--- src/rtl/cpf_pkg.sv ---
// ----------------------------------------------------------------------------
// cpf_pkg
// Types and codes shared by the CPF item list parser and its test bench.
// ----------------------------------------------------------------------------
package cpf_pkg;

    typedef enum logic [7:0] {
        PH_COUNT = 8'b0000_0001,
        PH_TYPE  = 8'b0000_0010,
        PH_LEN   = 8'b0000_0100,
        PH_CONN  = 8'b0000_1000,
        PH_SEQ   = 8'b0001_0000,
        PH_DATA  = 8'b0010_0000,
        PH_SOCK  = 8'b0100_0000,
        PH_DONE  = 8'b1000_0000
    } t_phase;

    typedef enum logic [1:0] {
        KIND_NONE = 2'd0,
        KIND_ADDR = 2'd1,
        KIND_DATA = 2'd2,
        KIND_SOCK = 2'd3
    } t_kind;

    typedef enum logic [1:0] {
        ST_OK        = 2'd0,
        ST_TRUNC     = 2'd1,
        ST_BAD_TYPE  = 2'd2,
        ST_BAD_SOCK  = 2'd3
    } t_status;

    localparam logic [15:0] TYPE_ADDR_NULL = 16'h0000;
    localparam logic [15:0] TYPE_ADDR_CONN = 16'h00A1;
    localparam logic [15:0] TYPE_ADDR_SEQ  = 16'h8002;
    localparam logic [15:0] TYPE_DATA_CONN = 16'h00B1;
    localparam logic [15:0] TYPE_DATA_UCON = 16'h00B2;
    localparam logic [15:0] TYPE_SOCK_OT   = 16'h8000;
    localparam logic [15:0] TYPE_SOCK_TO   = 16'h8001;

    localparam logic [15:0] ADDR_CONN_LEN = 16'd4;
    localparam logic [15:0] ADDR_SEQ_LEN  = 16'd8;
    localparam logic [15:0] SOCK_LEN      = 16'd16;

    typedef struct packed {
        t_kind       kind;
        logic [15:0] type_code;
        logic [31:0] conn_id;
        logic [31:0] seq_num;
        logic [7:0]  data_byte;
        logic        data_end;
        logic [15:0] sock_family;
        logic [15:0] sock_port;
        logic [31:0] sock_ipv4;
        logic        packet_end;
        t_status     status;
        logic [15:0] byte_offset;
    } t_result;

endpackage

--- src/rtl/cpf_byte_if.sv ---
// ----------------------------------------------------------------------------
// cpf_byte_if
// Byte channel into the parser: one buffer byte and its last-byte flag.
// ----------------------------------------------------------------------------
interface cpf_byte_if;
    logic       valid;
    logic       ready;
    logic [7:0] byte_in;
    logic       last_byte;

    modport source (output valid, output byte_in, output last_byte, input ready);
    modport sink   (input valid, input byte_in, input last_byte, output ready);
endinterface

--- src/rtl/cpf_res_if.sv ---
// ----------------------------------------------------------------------------
// cpf_res_if
// Result channel out of the parser: one parsed item or end-of-packet report.
// ----------------------------------------------------------------------------
interface cpf_res_if;
    logic        valid;
    logic        ready;
    logic [1:0]  kind;
    logic [15:0] type_code;
    logic [31:0] conn_id;
    logic [31:0] seq_num;
    logic [7:0]  data_byte;
    logic        data_end;
    logic [15:0] sock_family;
    logic [15:0] sock_port;
    logic [31:0] sock_ipv4;
    logic        packet_end;
    logic [1:0]  status;
    logic [15:0] byte_offset;

    modport source (
        output valid, output kind, output type_code, output conn_id, output seq_num,
        output data_byte, output data_end, output sock_family, output sock_port,
        output sock_ipv4, output packet_end, output status, output byte_offset,
        input ready
    );
    modport sink (
        input valid, input kind, input type_code, input conn_id, input seq_num,
        input data_byte, input data_end, input sock_family, input sock_port,
        input sock_ipv4, input packet_end, input status, input byte_offset,
        output ready
    );
endinterface

--- src/rtl/cpf_item_list_parser_unit.sv ---
// ----------------------------------------------------------------------------
// cpf_item_list_parser_unit
// Byte-serial parser for a little-endian CPF item list: count, type, length,
// address / data / socket-address items, with error and truncation reports.
// ----------------------------------------------------------------------------
//  port    | dir | payload                                  | accepted when
//  i_in    | in  | byte_in, last_byte                       | valid && ready
//  o_out   | out | kind .. byte_offset (one result item)    | valid && ready
//
//  One byte per cycle while i_in.ready is high; the parse state updates in the cycle the byte is taken.
//  A result is loaded into o_out's register when the byte that causes it is taken.
//  i_in.ready is high while the result register is empty or being drained,
//  so a stalled o_out stops input only once a result is waiting.
//  Synchronous active-low reset returns the parser to waiting for an item count.
// ----------------------------------------------------------------------------
module cpf_item_list_parser_unit (
    input  logic       i_clk,
    input  logic       i_rst_n,
    cpf_byte_if.sink   i_in,
    cpf_res_if.source  o_out
);
    import cpf_pkg::*;

    t_phase      r_phase,  n_phase;
    logic [3:0]  r_idx,    n_idx;
    logic [15:0] r_items,  n_items;
    logic [15:0] r_type,   n_type;
    logic [15:0] r_len,    n_len;
    logic [15:0] r_bytes,  n_bytes;
    logic [31:0] r_word,   n_word;
    logic [31:0] r_conn,   n_conn;
    logic [15:0] r_family, n_family;
    logic [15:0] r_port,   n_port;
    logic [15:0] r_offset, n_offset;
    t_result     r_res,    res;
    logic        r_out_valid;

    logic        acc;
    logic        emit;
    logic        item_done;
    logic        end_req;
    t_status     end_st;
    logic [7:0]  b;
    logic [15:0] v;
    logic [15:0] off_inc;
    logic [15:0] items_dec;
    logic [15:0] bytes_dec;
    logic [31:0] wacc;

    assign i_in.ready = !r_out_valid || o_out.ready;
    assign acc        = i_in.valid && i_in.ready;
    assign b          = i_in.byte_in;
    assign v          = r_word[15:0] | {b, 8'h00};
    assign off_inc    = (r_offset != 16'hFFFF) ? r_offset + 16'd1 : r_offset;
    assign items_dec  = r_items - 16'd1;
    assign bytes_dec  = r_bytes - 16'd1;
    assign wacc       = r_word | ({24'h0, b} << {r_idx[1:0], 3'b000});

    always_comb begin
        n_phase   = r_phase;
        n_idx     = r_idx;
        n_items   = r_items;
        n_type    = r_type;
        n_len     = r_len;
        n_bytes   = r_bytes;
        n_word    = r_word;
        n_conn    = r_conn;
        n_family  = r_family;
        n_port    = r_port;
        n_offset  = r_offset;
        res       = '0;
        emit      = 1'b0;
        item_done = 1'b0;
        end_req   = 1'b0;
        end_st    = ST_OK;

        if (acc && r_phase != PH_DONE) begin
            n_offset = off_inc;
            unique case (r_phase) inside
                PH_COUNT, PH_TYPE, PH_LEN: begin
                    if (r_idx == 4'd0) begin
                        n_word = {24'h0, b};
                        n_idx  = 4'd1;
                    end else begin
                        n_idx = 4'd0;
                        if (r_phase == PH_COUNT) begin
                            n_items = v;
                            if (v == 16'd0) begin
                                end_req = 1'b1;
                            end else begin
                                n_phase = PH_TYPE;
                            end
                        end else if (r_phase == PH_TYPE) begin
                            n_type  = v;
                            n_phase = PH_LEN;
                        end else begin
                            n_len  = v;
                            n_word = '0;
                            unique case (r_type) inside
                                TYPE_ADDR_NULL, TYPE_ADDR_CONN, TYPE_ADDR_SEQ: begin
                                    if (v >= ADDR_CONN_LEN) begin
                                        n_phase = PH_CONN;
                                    end else begin
                                        emit          = 1'b1;
                                        res.kind      = KIND_ADDR;
                                        res.type_code = r_type;
                                        item_done     = 1'b1;
                                    end
                                end
                                TYPE_DATA_CONN, TYPE_DATA_UCON: begin
                                    if (v == 16'd0) begin
                                        item_done = 1'b1;
                                    end else begin
                                        n_bytes = v;
                                        n_phase = PH_DATA;
                                    end
                                end
                                TYPE_SOCK_OT, TYPE_SOCK_TO: begin
                                    if (v == SOCK_LEN) begin
                                        n_phase = PH_SOCK;
                                    end else begin
                                        res.type_code = r_type;
                                        end_req       = 1'b1;
                                        end_st        = ST_BAD_SOCK;
                                    end
                                end
                                default: begin
                                    res.type_code = r_type;
                                    end_req       = 1'b1;
                                    end_st        = ST_BAD_TYPE;
                                end
                            endcase
                        end
                    end
                end
                PH_CONN, PH_SEQ: begin
                    n_word = wacc;
                    n_idx  = r_idx + 4'd1;
                    if (r_idx >= 4'd3) begin
                        n_idx = 4'd0;
                        if (r_phase == PH_CONN) begin
                            n_conn = wacc;
                            n_word = '0;
                            if (r_len == ADDR_SEQ_LEN) begin
                                n_phase = PH_SEQ;
                            end else begin
                                emit          = 1'b1;
                                res.kind      = KIND_ADDR;
                                res.type_code = r_type;
                                res.conn_id   = wacc;
                                item_done     = 1'b1;
                            end
                        end else begin
                            emit          = 1'b1;
                            res.kind      = KIND_ADDR;
                            res.type_code = r_type;
                            res.conn_id   = r_conn;
                            res.seq_num   = wacc;
                            item_done     = 1'b1;
                        end
                    end
                end
                PH_DATA: begin
                    emit          = 1'b1;
                    res.kind      = KIND_DATA;
                    res.type_code = r_type;
                    res.data_byte = b;
                    n_bytes       = bytes_dec;
                    if (bytes_dec == 16'd0) begin
                        res.data_end = 1'b1;
                        item_done    = 1'b1;
                    end
                end
                PH_SOCK: begin
                    if (r_idx < 4'd2) begin
                        n_family = {r_family[7:0], b};
                    end else if (r_idx < 4'd4) begin
                        n_port = {r_port[7:0], b};
                    end else if (r_idx < 4'd8) begin
                        n_word = {r_word[23:0], b};
                    end
                    n_idx = r_idx + 4'd1;
                    if (r_idx == 4'd15) begin
                        emit            = 1'b1;
                        res.kind        = KIND_SOCK;
                        res.type_code   = r_type;
                        res.sock_family = r_family;
                        res.sock_port   = r_port;
                        res.sock_ipv4   = r_word;
                        n_family        = '0;
                        n_port          = '0;
                        n_word          = '0;
                        item_done       = 1'b1;
                    end
                end
                default: begin
                    n_phase = PH_DONE;
                end
            endcase

            if (item_done) begin
                n_items = items_dec;
                n_idx   = 4'd0;
                if (items_dec == 16'd0) begin
                    end_req = 1'b1;
                end else begin
                    n_phase = PH_TYPE;
                end
            end

            if (!end_req && i_in.last_byte) begin
                end_req = 1'b1;
                end_st  = ST_TRUNC;
            end

            if (end_req) begin
                emit            = 1'b1;
                res.packet_end  = 1'b1;
                res.status      = end_st;
                res.byte_offset = off_inc;
                n_phase         = PH_DONE;
            end
        end

        if (acc && i_in.last_byte) begin
            n_phase  = PH_COUNT;
            n_idx    = 4'd0;
            n_offset = '0;
            n_word   = '0;
            n_family = '0;
            n_port   = '0;
        end
    end

    always_ff @(posedge i_clk) begin
        if (!i_rst_n) begin
            r_phase     <= PH_COUNT;
            r_idx       <= '0;
            r_items     <= '0;
            r_type      <= '0;
            r_len       <= '0;
            r_bytes     <= '0;
            r_word      <= '0;
            r_conn      <= '0;
            r_family    <= '0;
            r_port      <= '0;
            r_offset    <= '0;
            r_out_valid <= 1'b0;
        end else begin
            r_phase  <= n_phase;
            r_idx    <= n_idx;
            r_items  <= n_items;
            r_type   <= n_type;
            r_len    <= n_len;
            r_bytes  <= n_bytes;
            r_word   <= n_word;
            r_conn   <= n_conn;
            r_family <= n_family;
            r_port   <= n_port;
            r_offset <= n_offset;
            if (acc && emit) begin
                r_out_valid <= 1'b1;
            end else if (o_out.ready) begin
                r_out_valid <= 1'b0;
            end
        end
    end

    always_ff @(posedge i_clk) begin
        if (acc && emit) begin
            r_res <= res;
        end
    end

    assign o_out.valid       = r_out_valid;
    assign o_out.kind        = r_res.kind;
    assign o_out.type_code   = r_res.type_code;
    assign o_out.conn_id     = r_res.conn_id;
    assign o_out.seq_num     = r_res.seq_num;
    assign o_out.data_byte   = r_res.data_byte;
    assign o_out.data_end    = r_res.data_end;
    assign o_out.sock_family = r_res.sock_family;
    assign o_out.sock_port   = r_res.sock_port;
    assign o_out.sock_ipv4   = r_res.sock_ipv4;
    assign o_out.packet_end  = r_res.packet_end;
    assign o_out.status      = r_res.status;
    assign o_out.byte_offset = r_res.byte_offset;

    a_last_rearms: assert property (@(posedge i_clk) disable iff (!i_rst_n)
        acc && i_in.last_byte |=> r_phase == PH_COUNT && r_offset == 16'd0 && r_idx == 4'd0)
        else $error("last byte did not rearm the parser");

    a_result_held: assert property (@(posedge i_clk) disable iff (!i_rst_n)
        r_out_valid && !o_out.ready |=> r_out_valid)
        else $error("pending result dropped");

    a_ready_when_empty: assert property (@(posedge i_clk) disable iff (!i_rst_n)
        !r_out_valid |-> i_in.ready)
        else $error("input stalled with empty result register");

    a_status_on_end: assert property (@(posedge i_clk) disable iff (!i_rst_n)
        r_out_valid && !r_res.packet_end |-> r_res.status == ST_OK
            && r_res.byte_offset == 16'd0)
        else $error("status or offset set without packet end");

    a_done_silent: assert property (@(posedge i_clk) disable iff (!i_rst_n)
        acc && r_phase == PH_DONE |=> r_phase == PH_DONE || r_phase == PH_COUNT)
        else $error("parser left done state without a last byte");

endmodule

--- src/flat_wrapper.sv ---
// flat-port wrapper written by rule: the top's interface ports become plain ports
module cpf_item_list_parser_unit_flat import cpf_pkg::*;
  (i_clk, i_rst_n, i_in_valid, i_in_byte_in, i_in_last_byte, i_in_ready, o_out_valid, o_out_kind, o_out_type_code, o_out_conn_id, o_out_seq_num, o_out_data_byte, o_out_data_end, o_out_sock_family, o_out_sock_port, o_out_sock_ipv4, o_out_packet_end, o_out_status, o_out_byte_offset, o_out_ready);
  cpf_byte_if i_in_i ();
  cpf_res_if o_out_i ();
  input  logic i_clk;
  input  logic i_rst_n;
  input wire logic [$bits(i_in_i.valid)-1:0] i_in_valid;
  input wire logic [$bits(i_in_i.byte_in)-1:0] i_in_byte_in;
  input wire logic [$bits(i_in_i.last_byte)-1:0] i_in_last_byte;
  output wire logic [$bits(i_in_i.ready)-1:0] i_in_ready;
  output wire logic [$bits(o_out_i.valid)-1:0] o_out_valid;
  output wire logic [$bits(o_out_i.kind)-1:0] o_out_kind;
  output wire logic [$bits(o_out_i.type_code)-1:0] o_out_type_code;
  output wire logic [$bits(o_out_i.conn_id)-1:0] o_out_conn_id;
  output wire logic [$bits(o_out_i.seq_num)-1:0] o_out_seq_num;
  output wire logic [$bits(o_out_i.data_byte)-1:0] o_out_data_byte;
  output wire logic [$bits(o_out_i.data_end)-1:0] o_out_data_end;
  output wire logic [$bits(o_out_i.sock_family)-1:0] o_out_sock_family;
  output wire logic [$bits(o_out_i.sock_port)-1:0] o_out_sock_port;
  output wire logic [$bits(o_out_i.sock_ipv4)-1:0] o_out_sock_ipv4;
  output wire logic [$bits(o_out_i.packet_end)-1:0] o_out_packet_end;
  output wire logic [$bits(o_out_i.status)-1:0] o_out_status;
  output wire logic [$bits(o_out_i.byte_offset)-1:0] o_out_byte_offset;
  input wire logic [$bits(o_out_i.ready)-1:0] o_out_ready;
  assign i_in_i.valid = i_in_valid;
  assign i_in_i.byte_in = i_in_byte_in;
  assign i_in_i.last_byte = i_in_last_byte;
  assign i_in_ready = i_in_i.ready;
  assign o_out_valid = o_out_i.valid;
  assign o_out_kind = o_out_i.kind;
  assign o_out_type_code = o_out_i.type_code;
  assign o_out_conn_id = o_out_i.conn_id;
  assign o_out_seq_num = o_out_i.seq_num;
  assign o_out_data_byte = o_out_i.data_byte;
  assign o_out_data_end = o_out_i.data_end;
  assign o_out_sock_family = o_out_i.sock_family;
  assign o_out_sock_port = o_out_i.sock_port;
  assign o_out_sock_ipv4 = o_out_i.sock_ipv4;
  assign o_out_packet_end = o_out_i.packet_end;
  assign o_out_status = o_out_i.status;
  assign o_out_byte_offset = o_out_i.byte_offset;
  assign o_out_i.ready = o_out_ready;
  cpf_item_list_parser_unit u_core (.i_clk(i_clk), .i_rst_n(i_rst_n), .i_in(i_in_i), .o_out(o_out_i));
endmodule
--- config.mk ---
export PLATFORM = sky130hd
export DESIGN_NAME = cpf_item_list_parser_unit_flat
export DESIGN_NICKNAME = d
export VERILOG_FILES = /design/src/rtl/cpf_pkg.sv /design/src/rtl/cpf_byte_if.sv /design/src/rtl/cpf_res_if.sv /design/src/rtl/cpf_item_list_parser_unit.sv /design/src/flat_wrapper.sv
export SDC_FILE = /design/constraint.sdc
export NUM_CORES = 1
export LEC_CHECK = 0
export BUFFER_PORTS_ARGS = -buffer_cell sky130_fd_sc_hd__buf_2
export CAP_MARGIN = 20
export CORE_MARGIN = 1.5
export CORE_UTILIZATION = 53
export CTS_CLUSTER_SIZE = 16
export DETAILED_ROUTE_END_ITERATION = 12
export PLACE_DENSITY = 0.84
export SLEW_MARGIN = 20
export SYNTH_ARGS = -nofsm -noshare
export SYNTH_HDL_FRONTEND = slang
export SYNTH_SLANG_ARGS = --single-unit
--- constraint.sdc ---
create_clock -name i_clk -period 6.7 [get_ports i_clk]
set_input_delay 0.335 -clock i_clk [delete_from_list [all_inputs] [get_ports i_clk]]
set_output_delay 0.335 -clock i_clk [all_outputs]
set_load 0.005 [all_outputs]
Word-level counts from Yosys, hierarchy flattened. Index checks and enable logic that the tools add are counted.

$add $sub $neg: 4. $lt $le $gt $ge: 5. Eq/ne operators: 30. Shift-type cells: 1. Mux-type cells: 98. Bitwise gates (word level): 9. Reductions and logical operators: 43.

Operator list (count): 32-bit 2-to-1 mux (9); 16-bit 2-to-1 mux (16); 8-bit 2-to-1 mux (13); 32-bit case mux with 3 select lines (1); 82-bit 2-to-1 mux (1); 18-bit 2-to-1 mux (4); 18-bit case mux with 4 select lines (1); 16-bit zero test (4); 50-bit 2-to-1 mux (1); 49-bit 2-to-1 mux (1); 16-bit equality test, second input constant (3); 16-bit by 8-bit equality test with 1-bit output, second input constant (3); 16-bit case mux with 3 select lines (1); 8-bit case mux with 3 select lines (2); 32-bit OR (1); 16-bit case mux with 2 select lines (1); 8-bit by 5-bit left shift with 32-bit output (1); 16-bit by 1-bit subtractor with 16-bit output, second input constant (2); 1-bit 2-to-1 mux (30); 19-bit 2-to-1 mux (1); 17-bit 2-to-1 mux (1); 16-bit by 1-bit adder with 16-bit output, second input constant (1); 16-bit by 4-bit equality test with 1-bit output, second input constant (1); 16-bit by 5-bit equality test with 1-bit output, second input constant (1); 42 further kinds (90).

Flip-flop bits (word level): 363. Input port bits: 13. Logic and storage cells: 215.

Logic depth before layout (Yosys ltp).
Word-level depth: 19. Gate-level depth with buffers: 13. Depth with buffers taken out: 9.

Least setup slack after synthesis. No wires, ideal clock.

Kind: input-to-reg. From: input port i_in_byte_in[7]. To: register u_core.r_res (netlist bit u_core.o_out.byte_offset[0]) (enable). Library setup time: 1.409 ns. Arrival: 5.437 ns. Required time: 5.291 ns. Setup slack: -0.146 ns. Stages on the path: 10. Buffers on the path: 3. Path through: clkbuf_1 nor2_1 nand4_1 nor3_1 nor3_1 or4b_1 clkbuf_1 a22oi_1 clkbuf_1 nand2_1.

Word-level cells in the longest chain between the ends: 18. Elaborated cells between the ends (all ways): 33.

RTL lines: from (decl) (RTL line flat_wrapper.sv:9) `input wire logic [$bits(i_in_i.byte_in)-1:0] i_in_byte_in;`; 16-bit OR * (RTL line cpf_item_list_parser_unit.sv:53) `assign v = r_word[15:0] | {b, 8'h00};`; 16-bit by 3-bit greater-or-equal comparator with 1-bit output, or another cell as far along (RTL line cpf_item_list_parser_unit.sv:101) `if (v >= ADDR_CONN_LEN) begin`; 1-bit 2-to-1 mux (on tied branches); 1-bit case mux with 2 select lines (RTL line cpf_item_list_parser_unit.sv:99) `unique case (r_type) inside`; 1-bit 2-to-1 mux (RTL line cpf_item_list_parser_unit.sv:93) `end else if (r_phase == PH_TYPE) begin`; 1-bit 2-to-1 mux (RTL line cpf_item_list_parser_unit.sv:86) `if (r_phase == PH_COUNT) begin`; 1-bit 2-to-1 mux (RTL line cpf_item_list_parser_unit.sv:81) `if (r_idx == 4'd0) begin`; 1-bit case mux with 4 select lines or 1-bit 2-to-1 mux (tied branches) (RTL line cpf_item_list_parser_unit.sv:79) `unique case (r_phase) inside`; (+2 left out); 1-bit 2-to-1 mux (RTL line cpf_item_list_parser_unit.sv:77) `if (acc && r_phase != PH_DONE) begin`; 1-bit zero test (RTL line cpf_item_list_parser_unit.sv:211) `if (!end_req && i_in.last_byte) begin`; 1-bit logical AND (RTL line cpf_item_list_parser_unit.sv:211); 1-bit 2-to-1 mux (RTL line cpf_item_list_parser_unit.sv:211); 1-bit 2-to-1 mux (RTL line cpf_item_list_parser_unit.sv:77); 1-bit 2-to-1 mux * (RTL line cpf_item_list_parser_unit.sv:216) `if (end_req) begin`; 1-bit 2-to-1 mux * (RTL line cpf_item_list_parser_unit.sv:77); 1-bit logical AND * (RTL line cpf_item_list_parser_unit.sv:270) `if (acc && emit) begin`; to (signal assigned) (RTL line cpf_item_list_parser_unit.sv:271) `r_res <= res;`; to (decl) (RTL line cpf_item_list_parser_unit.sv:35) `t_result r_res, res;`.

Every way passes the cells marked *; elsewhere a longest branch is shown, timed or not. The select of a mux whose other input is x is not followed. A chain may end at the register's enable or synchronous reset.

Worst setup path in the final report.
From: register u_core.r_phase[1]. To: register u_core.r_res (netlist bit u_core.o_out.type_code[10]) (enable).

Word-level cells in the longest chain between the ends: 15. Elaborated cells between the ends (all ways): 36.

RTL lines: from (decl) (RTL line cpf_item_list_parser_unit.sv:24) `t_phase r_phase, n_phase;`; from (signal assigned) (RTL line cpf_item_list_parser_unit.sv:250) `r_phase <= n_phase;`; 8-bit by 2-bit equality test with 1-bit output (RTL line cpf_item_list_parser_unit.sv:93); 1-bit 2-to-1 mux (RTL line cpf_item_list_parser_unit.sv:93); 1-bit 2-to-1 mux (RTL line cpf_item_list_parser_unit.sv:86); 1-bit 2-to-1 mux (RTL line cpf_item_list_parser_unit.sv:81); 1-bit case mux with 4 select lines or 1-bit 2-to-1 mux (tied branches) (RTL line cpf_item_list_parser_unit.sv:79); 1-bit 2-to-1 mux (on tied branches) (RTL line cpf_item_list_parser_unit.sv:77, cpf_item_list_parser_unit.sv:204); 1-bit 2-to-1 mux (RTL line cpf_item_list_parser_unit.sv:201) `if (item_done) begin`; 1-bit 2-to-1 mux (RTL line cpf_item_list_parser_unit.sv:77); 1-bit zero test (RTL line cpf_item_list_parser_unit.sv:211); 1-bit logical AND (RTL line cpf_item_list_parser_unit.sv:211); 1-bit 2-to-1 mux (RTL line cpf_item_list_parser_unit.sv:211); 1-bit 2-to-1 mux (RTL line cpf_item_list_parser_unit.sv:77); 1-bit 2-to-1 mux (RTL line cpf_item_list_parser_unit.sv:216); 1-bit 2-to-1 mux * (RTL line cpf_item_list_parser_unit.sv:77); 1-bit logical AND * (RTL line cpf_item_list_parser_unit.sv:270).

Marks and branches as above.

==> metrics <==
largest net degree at the start of global routing 86; cell taking the most area after synthesis edfxtp_1; CTS Buffer Depth 3; Max Used Layer met4; maximum clock rate 222 MHz; IO Pins 189; Max VDD drop 0.000164 V; number of hold buffers added after CTS 0; DIE AREA 31600 sq um; DRT met1 WL 17.6 mm; Pwr Density 252 nW/um^2; initial antenna violation count 1; Synth Warn # 0; status finished, final reports clean; Unique masters post-synth 76; number of max-cap violations 0; ANT nets after route 0; nets 1805; setup violators final 0; first-pass GRT wire length 67.3 mm; vias 13400; RSZ-0062 raised after global routing false; number of synthesized flops with an enable pin 174; clock slew at reported path FFs 0.07 ns; Detail Placement HPWL 28.5 mm; Total Power Consumption 4.63 mW; post_cts resized 0; Clock Root Buffer clkbuf_16; commonest non-fill, non-tap cells in the layout nor2_1 (273), dfxtp_1 (189), buf_2 (188), edfxtp_1 (174), a21oi_1 (140); crit path time final 4.51 ns; Main synth FF type dfxtp_1; share of layout cells above drive strength 1 0.159; drt drc 0; GRT Util Overall 0.270; WL per Instance 19.6 microns; Area Overhead vs Synth 13.7%; # rows 63; Worst Hold Class in -> reg; WP data required 6.89 ns; most common cell after layout, fill and taps aside nor2_1; Syn Inst Count 1668; Synth top area share 0.323; drt via density 6.09; top cells by area, synth edfxtp_1 (32%), dfxtp_1 (23%), nor2_1 (6.3%); Worst Clk Skew 0.0239 ns; fill count 2361; Worst Path Arrival 4.71 ns; multi-input logic area 6630 sq um; Total Wirelength 43.2 mm; Reg area 9010 sq um; vias in the first global route 12300; setup TNS 0 ns; FF+latch count, synth 363; LEAKAGE 6.68 nW; Final Hold Fails 0; Netlist Area Pre-Place 16200 sq um; syn_area_per_cell 9.70 sq um; routed length on met3 3.57 mm; H-tree Lvls 2; Final Cycle Share 0.673; Max Transition Viols Final 0; CP max FO 81; Initial DRC Count 1644; total CTS buffers 36; clk sinks 363; routability cong. 0.932; IO Port Bufs 188; register area share after synthesis 0.557; Post CTS Setup Buffer Count 0; ys async rst share 0; Slew HR 0.323; Startpoint Class flop; met2 wire len 20.4 mm; TritonCTS clock tree built; First-pass DRT Iterations 6; clk_lat worst skew 0.52 ns; crit path kind reg -> reg; Initial Util 0.541; GRT overflow 0; Die Wd 178 microns; syn nets 1688; die height 178 microns; Slew @ Worst Pin 1.02 ns; CP Capture Type flop; core area 29900 sq um
-- synth_stat cells, drive strengths merged, types with 7 or more instances --
| cell | count |
|---|---|
| a211oi | 71 |
| a21o | 8 |
| a21oi | 142 |
| a221oi | 16 |
| a22oi | 12 |
| a31oi | 14 |
| and2 | 89 |
| and3 | 19 |
| buf | 13 |
| clkbuf | 114 |
| dfxtp | 189 |
| edfxtp | 174 |
| ha | 7 |
| inv | 21 |
| mux2i | 26 |
| nand2 | 125 |
| nand2b | 11 |
| nand3 | 62 |
| nand4 | 11 |
| nor2 | 274 |
| nor3 | 44 |
| nor4 | 20 |
| o21a | 7 |
| o21ai | 39 |
| o22ai | 7 |
| o32ai | 11 |
| or3 | 15 |
| xnor2 | 11 |
| xor2 | 17 |
-- state kept, by name, indices dropped and copies added, names as in the netlist, 2 cells and up --
name / cells
u_core.o_out.type_code: 16
u_core.r_idx: 4
u_core.r_conn: 32
u_core.r_len: 16
u_core.o_out.data_byte: 8
u_core.o_out.seq_num: 32
u_core.r_type: 16
u_core.r_bytes: 16
u_core.o_out.conn_id: 32
u_core.o_out.sock_family: 16
u_core.o_out.kind: 2
u_core.o_out.sock_ipv4: 32
u_core.o_out.byte_offset: 16
u_core.r_offset: 16
u_core.r_phase: 8
u_core.o_out.sock_port: 16
u_core.r_port: 16
u_core.r_word: 32
u_core.r_items: 16
u_core.o_out.status: 2
u_core.r_family: 16
-- cell type report --
class,instances,area share
Clock inverter,15,0.00565
Tap cell,390,0.0265
Multi-Input combinational cell,1157,0.361
Antenna cell,1,0.000136
Sequential cell,363,0.490
Timing Repair Buffer,206,0.0592
Clock buffer,51,0.0532
Inverter,21,0.00429
-- cell families after synthesis --
kind of cell               share of synthesized area
xor gates and xnor gates                      0.0152
buffers and inverters                         0.0372
DFF                                            0.557
muxes                                         0.0168
AOI/OAI and AO/OA                              0.152
adders and majority gates                    0.00542
and+or+nand+nor                                0.217
-- critical path, stage by stage, from the launching register on --
cell	delay, ns
dfxtp_1	0.41
nor4_2	0.65
and4b_1	0.29
buf_4	0.33
and3_1	0.23
and4bb_1	0.35
a21o_1	0.16
buf_4	0.39
a22oi_1	0.13
buf_4	0.25
nand2_8	0.50
buf_4	0.40
-- power by group --
part	internal, mW	total, mW	switching [mW]
Clock	1.06	1.89	0.828
Sequential	2.38	2.42	0.0460
Combinational	0.0929	0.322	0.229
Total	3.53	4.63	1.10
-- metrics by stage --
stage | area (sq um) | std cells | util | worst slack [ns] | hold slack [ns]
6_report | 18400 | 2204 | 0.615 | 2.19 | 0.192
5_1_grt | 18400 | 2203 | 0.615 | 1.91 | 0.191
4_1_cts | 18400 | 2203 | 0.615 | 2.27 | 0.177
3_5_place_dp | 17300 | 2137 | 0.578 | 2.29 | 0.441
3_3_place_gp | 17300 | 2137 | 0.578 | 2.41 | 0.434
2_1_floorplan | 16200 | 1668 | - | 1.53 | 0.427
-- routing by layer --
layer | GRT usage | vias to the layer above
met4 | 0.101 | 0
met1 | 0.363 | 6360
li1 | - | 6256
met2 | 0.442 | 690
met5 | 0 | -
met3 | 0.0424 | 118
-- final timing paths --
| kind | from | end | slack (ns) | depth (start not counted) |
|---|---|---|---|---|
| worst max register to register | u_core.r_phase[1]$_SDFFE_PP0P_ | u_core.o_out.type_code[10]$_SDFFCE_PN0P_ | 2.19 | 11 |
| worst min-delay path | i_in_byte_in[7] | u_core.r_family[7]$_SDFFE_PP0P_ | 0.19 | 3 |
| worst max-delay path | u_core.r_phase[1]$_SDFFE_PP0P_ | u_core.o_out.type_code[10]$_SDFFCE_PN0P_ | 2.19 | 11 |
| worst min register to register | u_core.r_family[13]$_SDFFE_PP0P_ | u_core.r_family[13]$_SDFFE_PP0P_ | 0.45 | 2 |
Power figures use the tool's default switching activity.
